**src/rtl/ial_pkg.sv**
```systemverilog
// Package for the indexed array list: command codes, status codes, field
// widths and the control bundle that the list drives into every cell.
// No dependencies.
package ial_pkg;

  localparam int DATA_W = 32;
  localparam int POS_W  = 6;
  localparam int LEN_W  = 7;

  typedef enum logic [2:0] {
    CMD_GET    = 3'd0,
    CMD_LOCATE = 3'd1,
    CMD_INSERT = 3'd2,
    CMD_DELETE = 3'd3,
    CMD_CLEAR  = 3'd4
  } cmd_e;

  typedef enum logic {
    ST_OK     = 1'b0,
    ST_REJECT = 1'b1
  } status_e;

  // Per-cell control for one accepted item.
  typedef struct packed {
    logic ins;     // accepted insert
    logic del;     // accepted delete
    logic locate;  // locate command
    logic at;      // this cell is at the addressed position
    logic above;   // this cell lies above the addressed position
    logic valid;   // this cell lies below the current length
  } cell_ctl_t;

endpackage

```
**src/rtl/ial_first.sv**
```systemverilog
// Priority encoder over the registered match bits of the cells: reports
// whether any bit is set and the index of the lowest one.
// Depends on ial_pkg.
module ial_first import ial_pkg::*; #(
  parameter int N = 64
) (
  input  logic [N-1:0]         match_i,
  output logic                 any_o,
  output logic [$clog2(N)-1:0] idx_o
);

  always_comb begin
    idx_o = '0;
    for (int k = N - 1; k >= 0; k--) begin
      if (match_i[k]) begin
        idx_o = ($clog2(N))'(k);
      end
    end
    any_o = |match_i;
  end

endmodule

```
**config.mk**
```make
export PLATFORM = sky130hd
export DESIGN_NAME = ial_first
export DESIGN_NICKNAME = d
export VERILOG_FILES = /design/src/rtl/ial_pkg.sv /design/src/rtl/ial_first.sv
export SDC_FILE = /design/constraint.sdc
export NUM_CORES = 1
export LEC_CHECK = 0
export ABC_CLOCK_PERIOD_IN_PS = 2400
export BUFFER_PORTS_ARGS = -buffer_cell sky130_fd_sc_hd__buf_2
export CORE_UTILIZATION = 45
export DETAILED_ROUTE_END_ITERATION = 8
export GPL_TIMING_DRIVEN = 0
export MAX_ROUTING_LAYER = met4
export PLACE_DENSITY = 0.9
export REMOVE_ABC_BUFFERS = 1
export SYNTH_ARGS = -nofsm -noshare
export SYNTH_HDL_FRONTEND = slang
export SYNTH_SLANG_ARGS = --single-unit
```
**constraint.sdc**
```tcl
create_clock -name vclk -period 2.4
set_input_delay 0.24 -clock vclk [all_inputs]
set_output_delay 0.24 -clock vclk [all_outputs]
set_load 0.01 [all_outputs]
```
==> results by stage, run 1 <==
Timing:
- The total negative setup slack is 0 ps.
- Setup repair after global routing left no endpoint under its margin.
- The minimum hold slack is 869 ps.
- The maximum clock frequency is 0.499 GHz.
- Headroom to the max-slew limit came out at 65.6%.
- At the pin with the least slew margin, the transition time is 512 ps.
- Setup violations remaining at the end of the flow were counted as 0.
- The worst path uses 83.5% of the clock period.
- The count of final max-slew check failures is 0.
- The final critical-path required period is 2000 ps.
- The number of endpoints with negative hold slack in the final report was 0.
- Setup slack closes at 395 ps.

Clock network:
- After clock tree synthesis, the setup repair step added 0 buffers.
- In this run, post-CTS hold repair placed 0 buffers.
- The count of cells resized by post-cts repair is 0.

Yosys:
- Synthesis produced a netlist whose cell count is 145.
- Summing every instance area after synthesis gives 887 um^2.
- The top cell type by total area after synthesis is nor4_1.
- The average footprint of a synthesized cell is 6.12 um^2.
- After synthesis, the most frequently instantiated cells are nor2_1, nor4_1, nor3_1.
- The portion of synthesized cell area occupied by the leading cell type is 11.3%.
- The leading cell type by number of instances after synthesis is nor2_1.
- For this run, the number of Yosys warnings is 0.
- Sequential elements use 0% of the synthesized area.
- The number of distinct standard cells referenced by the synthesized netlist is 40.
- In the post-synthesis netlist, the biggest area contributors are nor4_1, nor2_1, nor3_1.

Layout:
- The post-layout instance count excluding filler cells is 241.
- There are 0 flip-flops and latches.
- From synthesis to final layout, the design area changed by 43.6%.
- The clock buffers instantiated in the layout total 0.
- 0 antenna diodes ended up in the layout.
- The multi-input combinational cells in the finished layout cover a total of 850 um^2.
- The utilization after layout is 71.4%.
- The number of nets at the end of the flow is 282.
- With fillers left out, the area of the finished cells amounts to 1270 um^2.
- The sequential cell area is 0 um^2.
- The layout has 169 filler cells.
- In the final layout, the share of cells above drive strength 1 is 36.6%.

Worst hold path:
- The path class of the lowest-slack min-delay path is input port to primary output.

Setup path:
- Walking the worst path, the cells encountered are buf_2 -> or4_4 -> nor4_1 -> o211ai_1 -> o211ai_1 -> a21boi_1 -> buf_2.
- The startpoint of the worst setup timing path is match_i[15].
- The largest individual stage delay along the critical path comes from the cell or4_4.
- The startpoint type of the worst setup path is an input port.
- The critical path data arrival time is 1760 ps.
- The endpoint required time on the critical path is 2160 ps.
- The maximum fanout count along the critical path is 4.
- In this design, the stage delay of the slowest critical-path cell is 560 ps.
- The category of the worst setup path capture point is a primary output.
- The critical path ends at idx_o[2].
- The type of the worst setup path is input port to primary output.

Global route:
- In the global route stage, overall resource usage came out at 27.3%.
- The number of global-route vias before repair came to 1184.
- Entering global routing, the biggest net connects 6 pins.
- The first global-routing pass estimated 4.36 mm of wire.
- The initial antenna violation count is 0.
- The total overflow left after global routing is 0.

Power and ir drop:
- The areal power density over the cells is 124 nW/um^2.
- Summing internal, switching and leakage power gives 0.158 mW.
- The peak supply drop is 0.0757 mV.
- For this design the static power due to leakage is 0.528 nW.

Placed design:
- The worst slack after detailed placement is 402 ps.
- The last weighted congestion value of the routability-driven placer is 0.865.
- The number of placed instances, taps included, is 241.
- The half-perimeter wire length after placement is 2.60 mm.
- Port buffering added 71 buffers.
- The standard cell area after detailed placement is 1270 um^2.

Routing:
- Using the TritonRoute via totals, the vias-per-cell ratio works out to 5.88.
- Once detail routing completed, the nets flagged for antenna violations numbered 0.
- The final routed wirelength across all metal layers is 2.94 mm.
- Dividing the detail-routed wire length by the instance count gives 12.2 um.
- Detailed routing inserted a total of 1416 vias.
- The number of DRC violations after detailed-routing iteration 0 is 19.
- The first TritonRoute pass finished after 4 iterations.
- The number of remaining DRC errors is 0.

Die:
- The count of standard-cell rows is 15.
- From left edge to right edge, the die measures 46.4 um.
- The effective utilization at floorplan is 49.8%.
- In this run the vertical extent of the chip is 46.4 um.
- The area of the die is 2150 um^2.
- The total core area is 1780 um^2.
- The count of boundary I/O pins is 71.

Outcome:
- The flow ran to the end, and the final reports show no timing, DRC or antenna violations.

Flow run:
- The tool flagged a number of max-cap violations equal to 0.
logic make-up (layout without fill, tap and decap cells):
group                  after synthesis  in the layout  share of synthesized area [%]
AOI/OAI and AO/OA                   47             47                           36.4
buffers and inverters               10             81                           4.23
and+or+nand+nor                     88             88                           59.4
critical path: cells and delay by family:
kind / cells / cell delay, ps
AND/OR/NAND/NOR: 2 / 870
buffers and inverters: 2 / 290
AO/OA/AOI/OAI: 3 / 370
layer usage:
layer	vias up	part of all wire [%]	track usage (%)
li1	725	-	-
met1	629	44	30.8
met2	58	50	51.7
met3	4	5.5	0.392
met4	0	1.1	7.06
met5	-	0	-
worst min-delay path by stage:
stage | startpoint | end | cells after the start
floorplan | match_i[0] | idx_o[3] | 3
global placement | match_i[1] | idx_o[3] | 5
detailed placement | match_i[1] | idx_o[3] | 5
CTS | match_i[1] | idx_o[3] | 5
global route | match_i[1] | idx_o[3] | 5
finish | match_i[1] | idx_o[3] | 5
area by class of cell:
cell class                      count  area share (%)
Inverter                           10            2.95
Timing Repair Buffer               71            27.9
Tap cell                           25            2.46
Multi-Input combinational cell    135            66.7
placed cells by master (no fill, tap or decap), drive strengths merged, types with 2 or more instances in the layout:
cell type / n
buf: 71
nor2: 20
nor4: 18
nor3: 12
a21oi: 10
inv: 10
nand2: 9
nand3: 7
o21ai: 7
nor2b: 5
or4: 5
nand2b: 4
o211ai: 4
o31ai: 3
o21a: 3
or3: 3
o21bai: 3
a21boi: 3
o311ai: 3
a31oi: 2
a211oi: 2
power by group:
group / internal (mW) / switching (mW) / total [mW]
registers: 0 / 0 / 0
clock network: 0 / 0 / 0
logic: 0.0715 / 0.0869 / 0.158
total: 0.0715 / 0.0869 / 0.158
Note: power is estimated with default switching activity, not from simulation.
==> run 2, diff against run 1 <==
--- a/config.mk
+++ b/config.mk
@@ -5,13 +5,13 @@
 export SDC_FILE = /design/constraint.sdc
 export NUM_CORES = 1
 export LEC_CHECK = 0
-export ABC_CLOCK_PERIOD_IN_PS = 2400
+export ABC_CLOCK_PERIOD_IN_PS = 1900
 export BUFFER_PORTS_ARGS = -buffer_cell sky130_fd_sc_hd__buf_2
-export CORE_UTILIZATION = 45
+export CORE_UTILIZATION = 42
 export DETAILED_ROUTE_END_ITERATION = 8
 export GPL_TIMING_DRIVEN = 0
 export MAX_ROUTING_LAYER = met4
-export PLACE_DENSITY = 0.9
+export PLACE_DENSITY = 0.85
 export REMOVE_ABC_BUFFERS = 1
 export SYNTH_ARGS = -nofsm -noshare
 export SYNTH_HDL_FRONTEND = slang
==> constraint.sdc (replaced) <==
create_clock -name vclk -period 1.9
set_input_delay 0.19 -clock vclk [all_inputs]
set_output_delay 0.19 -clock vclk [all_outputs]
set_load 0.01 [all_outputs]
==> run 2 against run 1 <==
Total power up 29%. Via count down 4.2%. Worst setup slack worse by 300 ps. Final cell count up 0.83%. Clock-buffer cell count unchanged. Largest power group unchanged.
==> results by stage, run 2 (synthesized netlist as in run 1, its figures left out) <==
Outcome:
- The run finished with clean final reports.

Die:
- The area of the die is 2300 um^2.
- The initial utilization of the core area, before any placement, comes to 44.8%.
- The floorplan step set the die height to 48.0 um.
- The die span in x is 48.0 um.
- The count of boundary I/O pins is 71.
- The initialized floorplan defines 16 standard-cell rows.
- The total core area is 1980 um^2.

Clock network:
- Post-CTS timing repair inserted 0 buffers for setup.

Setup path:
- The highest-delay cell along the critical path is or4_4.
- The maximum fanout count along the critical path is 3.
- Traced cell by cell, the critical path runs through buf_2 -> or4_4 -> nor4b_4 -> nand3_2 -> nor2_4 -> nand3b_1 -> buf_2.
- The critical path data arrival time is 1620 ps.
- The critical path in this run is classified as input port to primary output.
- STA puts the critical path data required time at 1710 ps.
- The cell type with the highest occurrence count on the critical path is buf_2.
- For this run, the slowest stage of the critical path takes 550 ps.
- The startpoint type of the worst setup path is an input port.
- The category of the worst setup path capture point is a primary output.

Power and ir drop:
- The share of power burned in registers is 0%.
- The switching portion of total power is 53.6%.
- The clock group share of total power is 0%.
- The areal power density over the cells is 153 nW/um^2.
- The peak supply drop is 0.0879 mV.
- The net switching power is 0.109 mW.
- In this run the static leakage power is 0.551 nW.
- Cell internal power was estimated by the tool at 0.0946 mW.
- Overall power consumption after layout is estimated at 0.204 mW.
- The relative contribution of combinational cells to total power is 100.0%.

Layout:
- The post-layout instance count excluding filler cells is 243.
- The sequential cell area is 0 um^2.
- Of the cells placed in the final design, the portion with a size suffix greater than 1 is 39.4%.
- 0 antenna diodes ended up in the layout.
- The sequential cell count is 0.
- The clock buffers instantiated in the layout total 0.
- Compared with the post-synthesis result, the final layout area differs by 50.4%.
- The utilization after layout is 67.3%.
- In the final design database the tool counted 282 nets.
- The most frequent standard cell in the layout excluding fill and tap cells is buf_2.
- The library cells used most frequently in the layout, excluding fill and tap cells, are buf_2, nor2_1, nor4_1.

Placed design:
- The count of buffers added on input and output ports is 71.
- Counting tap cells, the placed design contains a total of 243 instances.
- The last weighted congestion value of the routability-driven placer is 0.846.
- The wire-length estimate of the detail-placed layout is 2.31 mm.

Timing:
- At the pin with the least slew margin, the transition time is 478 ps.
- Setup violations remaining at the end of the flow were counted as 0.
- For the final routed database, the setup TNS stands at 0 ps.
- The count of final max-slew check failures is 0.
- The number of endpoints with negative hold slack in the final report is 0.
- The worst path needs 1810 ps of the cycle, external delays included.
- In the finished design, the share of the clock period the worst path needs comes to 95.1%.
- Based on the critical path, the design can be clocked at up to 0.554 GHz.
- Setup repair after global routing left no endpoint under its margin.
- The relative slew slack is 67.9%.
- On the final layout, the worst hold slack is 759 ps.

Global route:
- The number of global-route vias before repair is 1043.
- The largest net degree at the start of global routing is 6.
- In the global route stage, overall resource usage came out at 22.9%.
- The initial antenna violation count is 0.
- The wire length of the first global-routing pass is 3.84 mm.
- After global routing the overflow that remains totals 0.

Routing:
- The final routed wirelength across all metal layers is 2.63 mm.
- The total number of vias is 1356.
- Before antenna repair, the detailed router went through 4 iterations.
- The count of nets left with antenna violations once routing finished came out at 0.
- After detailed routing, the number of remaining DRC violations is 0.
- Using the TritonRoute via totals, the vias-per-cell ratio works out to 5.58.
- After detailed routing, the average wire length per cell comes to 10.8 um.
- The number of DRC violations after detailed-routing iteration 0 is 14.

Flow run:
- The max-capacitance violation count is 0.

Worst hold path:
- The path class of the lowest-slack min-delay path is input port to primary output.
==> run 2: cell counts in the layout (fill, tap and decap cells not counted) <==
Identical to the previous run, type by type.
==> run 2: critical path, delay by kind of cell <==
kind          cells  cell delay (ps)
buf+inv           2              250
simple gates      5             1170
==> run 2: through the flow <==
| stage | cell area [um^2] | setup WS [ps] |
|---|---|---|
| floorplan | 887 | 275 |
| global placement | 1280 | 40.1 |
| detailed placement | 1280 | 39.9 |
| CTS | 1280 | 37.2 |
| global route | 1330 | 10.5 |
| finish | 1330 | 93.5 |
==> run 2: routing by layer <==
| metal | track usage (%) | wire length [um] | up-vias | part of all wire [%] |
|---|---|---|---|---|
| met5 | - | 0 | - | 0 |
| met4 | 1.11 | 0 | 0 | 0 |
| met3 | 0.377 | 138 | 0 | 5.3 |
| met2 | 41.6 | 1240 | 49 | 47 |
| met1 | 29.5 | 1250 | 585 | 48 |
| li1 | - | - | 722 | - |
==> run 2: final timing paths <==
path / from / cells past startpoint / end
setup / recovery: match_i[62] / 7 / any_o
hold / removal: match_i[1] / 5 / idx_o[3]
==> run 2: power groups by stage <==
| stage | Combinational, mW | Clock [mW] | Sequential, mW |
|---|---|---|---|
| after floorplan | 0.0692 | 0 | 0 |
| after global placement | 0.193 | 0 | 0 |
| after detailed placement | 0.194 | 0 | 0 |
| after CTS | 0.195 | 0 | 0 |
| after global routing | 0.228 | 0 | 0 |
| final | 0.204 | 0 | 0 |
==> run 2: layout make-up <==
class	instances	area (um^2)
fill	201	648
inverter	10	37.5
multi-input combinational	135	895
timing repair buffer	71	368
tap	27	33.8
==> run 2: what timing repair did <==
item                       CTS  global route
setup endpoints to repair    0             3
gates resized for setup      0            11
hold buffers                 0             0
